$ cat src/rtl/u2u_pkg.sv
// u2u_pkg: shared types and constants for the UTF-8 to UTF-16 transcoder.
// Holds the channel payload structs, the front-to-back queue entry and sizes.
// No dependencies.
package u2u_pkg;

    // Input transaction payload
    typedef struct packed {
        logic [7:0] data_byte;
        logic       string_end;
    } t_in_item;

    // Result transaction payload
    typedef struct packed {
        logic [15:0] code_unit;
        logic        run_last;
    } t_out_item;

    // Decoded code point, classified by the front part
    typedef struct packed {
        logic        pair;
        logic [20:0] code_point;
    } t_cp_item;

    // Write port of the code point queue
    typedef struct packed {
        logic     valid;
        t_cp_item item;
    } t_cp_push;

    // Code point queue depth and pointer width
    localparam int Q_DEPTH = 4;
    localparam int Q_AW    = $clog2(Q_DEPTH);

    // Code point limits
    localparam logic [20:0] BMP_MAX    = 21'h00FFFF;
    localparam logic [20:0] CP_MAX     = 21'h10FFFF;
    localparam logic [20:0] SUPP_BASE  = 21'h010000;

    // Surrogate bases and continuation payload mask
    localparam logic [15:0] HI_SUR_BASE = 16'hD800;
    localparam logic [15:0] LO_SUR_BASE = 16'hDC00;
    localparam logic [7:0]  CONT_MASK   = 8'h3F;

endpackage

$ cat src/rtl/u2u_front.sv
// u2u_front: accepts UTF-8 bytes, tracks open sequences and classifies
// finished code points for the queue. Depends on u2u_pkg.
module u2u_front (
    input  logic              i_clk,
    input  logic              i_rst_n,
    input  logic              i_accept,
    input  u2u_pkg::t_in_item i_in_item,
    output u2u_pkg::t_cp_push o_push
);

    localparam logic [7:0] CONT_MASK = u2u_pkg::CONT_MASK;

    logic [1:0]  r_pending;
    logic [1:0]  n_pending;
    logic [20:0] r_partial;
    logic [20:0] n_partial;
    logic [20:0] w_cp;
    logic        w_done;
    logic [7:0]  w_byte;

    assign w_byte = i_in_item.data_byte;

    // Decode one byte against the open sequence
    always_comb begin
        n_pending = r_pending;
        n_partial = r_partial;
        w_cp      = 21'd0;
        w_done    = 1'b0;
        if (r_pending != 2'd0) begin
            w_cp      = {r_partial[14:0], w_byte[5:0] & CONT_MASK[5:0]};
            n_pending = r_pending - 2'd1;
            n_partial = w_cp;
            if (r_pending == 2'd1) begin
                w_done    = 1'b1;
                n_partial = 21'd0;
            end
        end else begin
            case (w_byte) inside
                8'b0???????: begin
                    w_cp   = {13'd0, w_byte};
                    w_done = 1'b1;
                end
                8'b110?????: begin
                    n_partial = {16'd0, w_byte[4:0]};
                    n_pending = 2'd1;
                end
                8'b1110????: begin
                    n_partial = {17'd0, w_byte[3:0]};
                    n_pending = 2'd2;
                end
                8'b11110???: begin
                    n_partial = {18'd0, w_byte[2:0]};
                    n_pending = 2'd3;
                end
                default: begin
                    n_pending = r_pending;
                end
            endcase
        end
        // Drop any partial sequence at string end
        if (i_in_item.string_end) begin
            n_pending = 2'd0;
            n_partial = 21'd0;
        end
    end

    // Push in-range code points, flag those that need a pair
    always_comb begin
        o_push.valid           = i_accept && w_done && (w_cp <= u2u_pkg::CP_MAX);
        o_push.item.pair       = (w_cp > u2u_pkg::BMP_MAX);
        o_push.item.code_point = w_cp;
    end

    // Advance sequence state on each accepted transaction
    always_ff @(posedge i_clk) begin
        if (!i_rst_n) begin
            r_pending <= 2'd0;
            r_partial <= 21'd0;
        end else if (i_accept) begin
            r_pending <= n_pending;
            r_partial <= n_partial;
        end
    end

    a_end_clears: assert property (@(posedge i_clk) disable iff (!i_rst_n)
        i_accept && i_in_item.string_end |=> (r_pending == 2'd0) && (r_partial == 21'd0))
        else $error("sequence state not cleared after string end");

    a_idle_partial_zero: assert property (@(posedge i_clk) disable iff (!i_rst_n)
        (r_pending == 2'd0) |-> (r_partial == 21'd0))
        else $error("partial code point held with no sequence open");

    a_push_needs_accept: assert property (@(posedge i_clk) disable iff (!i_rst_n)
        o_push.valid |-> i_accept && !(o_push.item.pair && (w_cp[20:16] == 5'd0)))
        else $error("push without accepted byte or misclassified pair");

endmodule

$ cat src/rtl/u2u_queue.sv
// u2u_queue: short queue of classified code points between front and back.
// Depends on u2u_pkg.
module u2u_queue (
    input  logic              i_clk,
    input  logic              i_rst_n,
    input  u2u_pkg::t_cp_push i_push,
    input  logic              i_pop,
    output u2u_pkg::t_cp_item o_head,
    output logic              o_empty,
    output logic              o_full
);

    localparam int AW = u2u_pkg::Q_AW;

    u2u_pkg::t_cp_item r_entry [u2u_pkg::Q_DEPTH];
    logic [AW-1:0]     r_wr_ptr;
    logic [AW-1:0]     r_rd_ptr;
    logic [AW:0]       r_count;
    logic              w_wr;
    logic              w_rd;

    assign o_empty = (r_count == (AW+1)'(0));
    assign o_full  = (r_count == (AW+1)'(u2u_pkg::Q_DEPTH));
    assign o_head  = r_entry[r_rd_ptr];
    assign w_wr    = i_push.valid && !o_full;
    assign w_rd    = i_pop && !o_empty;

    // Store entries
    always_ff @(posedge i_clk) begin
        if (w_wr) begin
            r_entry[r_wr_ptr] <= i_push.item;
        end
    end

    // Advance pointers and occupancy
    always_ff @(posedge i_clk) begin
        if (!i_rst_n) begin
            r_wr_ptr <= '0;
            r_rd_ptr <= '0;
            r_count  <= '0;
        end else begin
            if (w_wr) begin
                r_wr_ptr <= r_wr_ptr + AW'(1);
            end
            if (w_rd) begin
                r_rd_ptr <= r_rd_ptr + AW'(1);
            end
            if (w_wr && !w_rd) begin
                r_count <= r_count + (AW+1)'(1);
            end else if (w_rd && !w_wr) begin
                r_count <= r_count - (AW+1)'(1);
            end
        end
    end

    a_count_bound: assert property (@(posedge i_clk) disable iff (!i_rst_n)
        r_count <= (AW+1)'(u2u_pkg::Q_DEPTH))
        else $error("queue occupancy beyond depth");

    a_ptr_gap: assert property (@(posedge i_clk) disable iff (!i_rst_n)
        (r_count != (AW+1)'(0)) && (r_count != (AW+1)'(u2u_pkg::Q_DEPTH))
        |-> (r_wr_ptr - r_rd_ptr) == r_count[AW-1:0])
        else $error("queue pointers disagree with occupancy");

    a_push_dropped: assert property (@(posedge i_clk) disable iff (!i_rst_n)
        i_push.valid |-> !o_full)
        else $error("code point pushed into full queue");

endmodule

$ cat src/rtl/u2u_back.sv
// u2u_back: turns queued code points into UTF-16 code units, one per cycle while
// i_pop keeps up, through an output register. Depends on u2u_pkg.
module u2u_back (
    input  logic               i_clk,
    input  logic               i_rst_n,
    input  u2u_pkg::t_cp_item  i_head,
    input  logic               i_q_empty,
    output logic               o_q_pop,
    input  logic               i_pop,
    output logic               o_empty,
    output u2u_pkg::t_out_item o_out_item
);

    logic               r_out_valid;
    logic               r_lo_pending;
    logic [15:0]        r_lo_unit;
    u2u_pkg::t_out_item r_out;
    logic               w_free;
    logic [20:0]        w_off;
    logic [15:0]        w_hi;
    logic [15:0]        w_lo;

    assign o_empty    = !r_out_valid;
    assign o_out_item = r_out;
    assign w_free     = !r_out_valid || i_pop;
    assign o_q_pop    = w_free && !r_lo_pending && !i_q_empty;

    // Split a supplementary code point into surrogates
    assign w_off = i_head.code_point - u2u_pkg::SUPP_BASE;
    assign w_hi  = u2u_pkg::HI_SUR_BASE | {6'd0, w_off[19:10]};
    assign w_lo  = u2u_pkg::LO_SUR_BASE | {6'd0, w_off[9:0]};

    // Load output register: pending low surrogate first, then queue head
    always_ff @(posedge i_clk) begin
        if (!i_rst_n) begin
            r_out_valid  <= 1'b0;
            r_lo_pending <= 1'b0;
        end else if (w_free) begin
            if (r_lo_pending) begin
                r_out_valid  <= 1'b1;
                r_lo_pending <= 1'b0;
            end else if (!i_q_empty) begin
                r_out_valid  <= 1'b1;
                r_lo_pending <= i_head.pair;
            end else begin
                r_out_valid  <= 1'b0;
            end
        end
    end

    // Hold payload
    always_ff @(posedge i_clk) begin
        if (w_free) begin
            if (r_lo_pending) begin
                r_out.code_unit <= r_lo_unit;
                r_out.run_last  <= 1'b1;
            end else if (!i_q_empty) begin
                r_out.code_unit <= i_head.pair ? w_hi : i_head.code_point[15:0];
                r_out.run_last  <= !i_head.pair;
                r_lo_unit       <= w_lo;
            end
        end
    end

    a_hi_waits: assert property (@(posedge i_clk) disable iff (!i_rst_n)
        r_lo_pending |-> r_out_valid && !r_out.run_last)
        else $error("low surrogate pending without high surrogate shown");

    a_lo_follows: assert property (@(posedge i_clk) disable iff (!i_rst_n)
        r_lo_pending && i_pop |=> r_out_valid && r_out.run_last)
        else $error("low surrogate did not follow high surrogate");

    a_no_pop_pending: assert property (@(posedge i_clk) disable iff (!i_rst_n)
        r_lo_pending |-> !o_q_pop)
        else $error("queue popped while pair incomplete");

endmodule

$ cat src/rtl/utf8_to_utf16_transcoder_unit.sv
// utf8_to_utf16_transcoder_unit: top level of the UTF-8 to UTF-16 transcoder.
// Instantiates u2u_front, u2u_queue and u2u_back; uses u2u_pkg.
//
//   Channel   Direction  Handshake            Payload
//   input     in         push / full          i_in_item  (data_byte, string_end)
//   result    out        pop / empty          o_out_item (code_unit, run_last)
//
// One byte is accepted per cycle while the four-entry code point queue has room.
// A BMP code point leaves as one unit and a surrogate pair as two, one unit per cycle
// while pop keeps up, through the back part's single output register.
// A byte's unit passes through a queue entry, then the back part's output register.
// Reset is synchronous and active low; it clears sequence state, the queue and output valid.
// A stall on pop backs up the queue and then raises full.
module utf8_to_utf16_transcoder_unit (
    input  logic               i_clk,
    input  logic               i_rst_n,
    input  logic               push,
    output logic               full,
    input  u2u_pkg::t_in_item  i_in_item,
    output logic               empty,
    input  logic               pop,
    output u2u_pkg::t_out_item o_out_item
);

    u2u_pkg::t_cp_push w_push;
    u2u_pkg::t_cp_item w_head;
    logic              w_q_empty;
    logic              w_q_full;
    logic              w_q_pop;
    logic              w_accept;

    assign full     = w_q_full;
    assign w_accept = push && !w_q_full;

    u2u_front u_front (
        .i_clk     (i_clk),
        .i_rst_n   (i_rst_n),
        .i_accept  (w_accept),
        .i_in_item (i_in_item),
        .o_push    (w_push)
    );

    u2u_queue u_queue (
        .i_clk   (i_clk),
        .i_rst_n (i_rst_n),
        .i_push  (w_push),
        .i_pop   (w_q_pop),
        .o_head  (w_head),
        .o_empty (w_q_empty),
        .o_full  (w_q_full)
    );

    u2u_back u_back (
        .i_clk      (i_clk),
        .i_rst_n    (i_rst_n),
        .i_head     (w_head),
        .i_q_empty  (w_q_empty),
        .o_q_pop    (w_q_pop),
        .i_pop      (pop),
        .o_empty    (empty),
        .o_out_item (o_out_item)
    );

endmodule
$ cat config.mk
export PLATFORM = sky130hd
export DESIGN_NAME = utf8_to_utf16_transcoder_unit
export DESIGN_NICKNAME = d
export VERILOG_FILES = /design/src/rtl/u2u_pkg.sv /design/src/rtl/u2u_front.sv /design/src/rtl/u2u_queue.sv /design/src/rtl/u2u_back.sv /design/src/rtl/utf8_to_utf16_transcoder_unit.sv
export SDC_FILE = /design/constraint.sdc
export NUM_CORES = 1
export LEC_CHECK = 0
export ABC_CLOCK_PERIOD_IN_PS = 2700
export BUFFER_PORTS_ARGS = -buffer_cell sky130_fd_sc_hd__buf_2
export CAP_MARGIN = 15
export CORE_MARGIN = 2
export CORE_UTILIZATION = 29
export DETAILED_ROUTE_END_ITERATION = 8
export SYNTH_ARGS = -nofsm -noshare
export SYNTH_HDL_FRONTEND = slang
export SYNTH_SLANG_ARGS = --single-unit
export TNS_END_PERCENT = 100
$ cat constraint.sdc
create_clock -name i_clk -period 2.7 [get_ports i_clk]
set_input_delay 0.27 -clock i_clk [delete_from_list [all_inputs] [get_ports i_clk]]
set_output_delay 0.27 -clock i_clk [all_outputs]
set_load 0.005 [all_outputs]
==> results.md <==
- Status: completed
- Hold Buf Count CTS: 0
- Crit path time final: 2.60 ns
- Core Box Area: 19,400 µm²
- Total power: 6.96 mW
- Worst Path Buf+Inv: 1
- Gate Count Post-Synth: 375
- Most instantiated library cell after synthesis: edfxtp_1
- FF-to-FF Start: u_front.r_partial[12]$_SDFFE_PN0P_
- PwrDens: 1020 nW/µm²
- Max-slew violation count: 0
- Clk_lat worst skew: 0.42 ns
- Router iterations before antenna repair: 5
- Layout cells sized above 1: 20.3%
- Clk pin slew, worst setup/hold paths: 0.06 ns
- Post-synth EDFFs: 111
- Clk root buf: clkbuf_16
- Synth cell count leaders: edfxtp_1, dfxtp_1, o21ai_0
- DP HPWL: 7280 µm
- Routability cong.: 0.840
- Drt total wl: 11,300 µm
- Fin. Hold Viols: 0
- TNS Setup: 0 ns
- Area of the die: 20,800 µm²
- Crit path required time: 3.03 ns
- Hold Path Stages: 3
- Antenna Cells: 0
- Xor-xnor portion of the synthesized cell area: 0.767%
- Sequential fraction of the synthesis area: 68.2%
- FMAX: 0.385 GHz
- Chip width: 144 µm
- Max Cap Viol: 0
- Worst-margin pin slew: 0.896 ns
- Crit start category: flip-flop
- Top delay family on crit path: simple AND/OR/NAND/NOR gates
- Die height: 144 µm
- RSZ-0062 raised after global routing: false
- Critical path cell sequence: or4_1 > a31oi_2 > and2_1 > ha_1 > inv_1 > fa_1 > xor2_1 > or3_1 > a21oi_1
- Clock power share: 36.8%
- Maximum fanout along the worst path: 3
- Top FF cell, synth: edfxtp_1
- CP endpoint: u_queue.r_count[2]$_SDFFE_PN0P_
- Crit path DAT: 2.92 ns
- FF+latch count, synth: 139
- Worst slack, placed: 0.129 ns
- Synthesis-to-finish area growth: 19.9%
- Post-synthesis simple-gate area fraction: 9.80%
- CP max stage delay: 0.57 ns
- Filler cell count: 1,878
- Crit path kind: flip-flop to flip-flop
- P_leak: 2.42 nW
- Syn Area/Cell: 15.2 µm²
- FF-to-FF End: u_queue.r_count[2]$_SDFFE_PN0P_
- Clock Tree Buf Depth: 2
- Avg Vias per Cell: 4.66
- Drt wl/cell: 16.3 µm
- Share of power burned in registers: 41.8%
- Synth top area share: 58.4%
- Gr usage total: 11.7%
- Worst reg-to-reg path cell count: 9
- Clk sink count: 139
- Input/output buffers: 31
- GR Overflow Total: 0
- Initial antenna violation count: 0
- Residual DRC count: 0
- Switching portion of total power: 26.3%
- Compound-Gate Fraction of Synth Area: 6.93%
- Final worst-path cycle share: 96.3%
- Row Count: 51
- Cell variety after synth: 49
- Synth area leader: edfxtp_1
- CTS Buf Count: 17
- Slowest-stage cell, CP: or4_1
- Ranking of synthesized cells by area: edfxtp_1, dfxtp_1, mux4_2, mux4_1, o21ai_0
- First-pass GRT wire length: 18,000 µm
- Final setup viols: 0
- Initial Util: 29.4%
- Post-Synth Adder-Cell Area: 1.67%
- Internal Power: 5.13 mW
- Skew final: 0.0127 ns
- Maximum vdd ir drop: 0.448 mV
- R2R setup slack: 0.10 ns
- Largest net degree at the start of global routing: 31
- Final net count: 436
- Count of warnings emitted by yosys: 0
- Crit. Startpoint: u_front.r_partial[12]$_SDFFE_PN0P_
- IO Pins: 32
- Relative slew slack: 40.3%
- Worst Hold Class: primary input to flip-flop
- TritonCTS clock tree: done
- Detailed Route Iter0 Violations: 343
- Largest family of logic cells by synthesized area: multiplexers
- Switching power: 1.83 mW
- Post-synth net total: 395
- Mux contribution to synthesized area: 10.1%
- Routed Antenna Nets: 0
- Stages on worst setup path: 9
- H-tree lvl count: 4
- Routed vias: 3,231
- Asr flop ratio synth: 0%
- Post-synthesis cell area: 5710 µm²
- Crit. End Element: flip-flop
- Vias in the first global route: 3,256
- Final Worst Setup Slack: 0.101 ns
- Combinational Power Share: 21.4%
-- placed cells by master (no fill, tap or decap), drive strengths merged, types with 2 or more instances in the layout --
cell,instances
or4,2
dfxtp,28
and2,17
inv,14
clkinv,8
o21ai,27
or3,5
mux4,21
nor2b,8
and3,6
mux2i,7
nand2,13
clkbuf,17
edfxtp,111
nor3,4
bufinv,6
ha,6
nor2,15
a211oi,2
nand3,3
nand4,14
nand2b,3
xor2,2
xnor2,3
nor4,2
o31ai,2
a21oi,23
buf,42
a21o,4
-- worst min-delay path by stage --
stage,startpoint,endpoint,slack [ns]
4_1_cts,i_in_item[5],u_front.r_partial[4]$_SDFFE_PN0P_,0.14
5_1_grt,i_in_item[5],u_front.r_partial[4]$_SDFFE_PN0P_,0.15
3_5_place_dp,u_front.r_partial[9]$_SDFFE_PN0P_,u_front.r_partial[9]$_SDFFE_PN0P_,0.48
2_1_floorplan,i_in_item[1],u_front.r_partial[0]$_SDFFE_PN0P_,0.42
6_report,i_in_item[5],u_front.r_partial[4]$_SDFFE_PN0P_,0.16
3_3_place_gp,u_front.r_partial[9]$_SDFFE_PN0P_,u_front.r_partial[9]$_SDFFE_PN0P_,0.46
-- what timing repair did --
| item | CTS | global route |
|---|---|---|
| setup buffers | 0 | 0 |
| resized for setup | 0 | 1 |
| endpoints found under the hold margin | 0 | 0 |
| setup endpoints to repair | 0 | 1 |
-- power by group through the flow --
| stage | Clock, mW | Sequential (mW) | Combinational (mW) |
|---|---|---|---|
| 2_1_floorplan | 0 | 2.96 | 1.01 |
| 3_3_place_gp | 0 | 2.94 | 1.46 |
| 3_5_place_dp | 0 | 2.96 | 1.50 |
| 4_1_cts | 2.61 | 2.92 | 1.51 |
| 5_1_grt | 2.71 | 2.95 | 1.67 |
| 6_report | 2.56 | 2.91 | 1.49 |
-- stage by stage --
step                util (%)  cells  hold slack, ns  cell area [µm²]
floorplan                  -    375           0.424             5710
global placement        31.9    662           0.461             6190
detailed placement      31.9    662           0.476             6190
CTS                     35.2    694           0.137             6840
global route            35.3    694           0.153             6840
finish                  35.3    694           0.155             6840
-- sequential cells by signal, indices dropped and copies added, names as in the netlist, named ones only --
register / cells
u_back.r_lo_unit: 10
u_front.r_pending: 2
u_back.o_out_item: 17
u_queue.r_entry: 84
u_queue.r_rd_ptr: 2
u_front.r_partial: 15
u_back.r_out_valid: 1
u_queue.r_wr_ptr: 2
u_back.r_lo_pending: 1
u_queue.r_count: 3
-- kinds of logic after synthesis --
logic type      Yosys count
compound gates           65
simple gates             97
buf+inv                  34
mux                      28
flops                   139
xor+xnor                  5
fa+ha+maj                 7
-- layout make-up --
type | count | area (µm²) | share of cell area (%)
Clock buffer | 17 | 425 | 6.22
Multi-Input combinational cell | 202 | 1680 | 24.5
Inverter | 14 | 52.6 | 0.768
Tap cell | 265 | 332 | 4.84
Clock inverter | 15 | 226 | 3.31
Sequential cell | 139 | 3890 | 56.9
Timing Repair Buffer | 42 | 238 | 3.47
-- metal layers --
metal  global-route usage (%)  wire length (µm)
met5                        0                 0
met4                     4.24               123
met3                     3.25               609
met2                     18.2              5210
met1                     15.8              5400
-- worst reg2reg max path: stages (launching register included) --
cell	delay, ns
dfxtp_1	0.31
or4_1	0.57
a31oi_2	0.24
and2_1	0.15
ha_1	0.18
inv_1	0.06
fa_1	0.38
xor2_1	0.16
or3_1	0.32
a21oi_1	0.14
(Power assumes the default switching activity.)
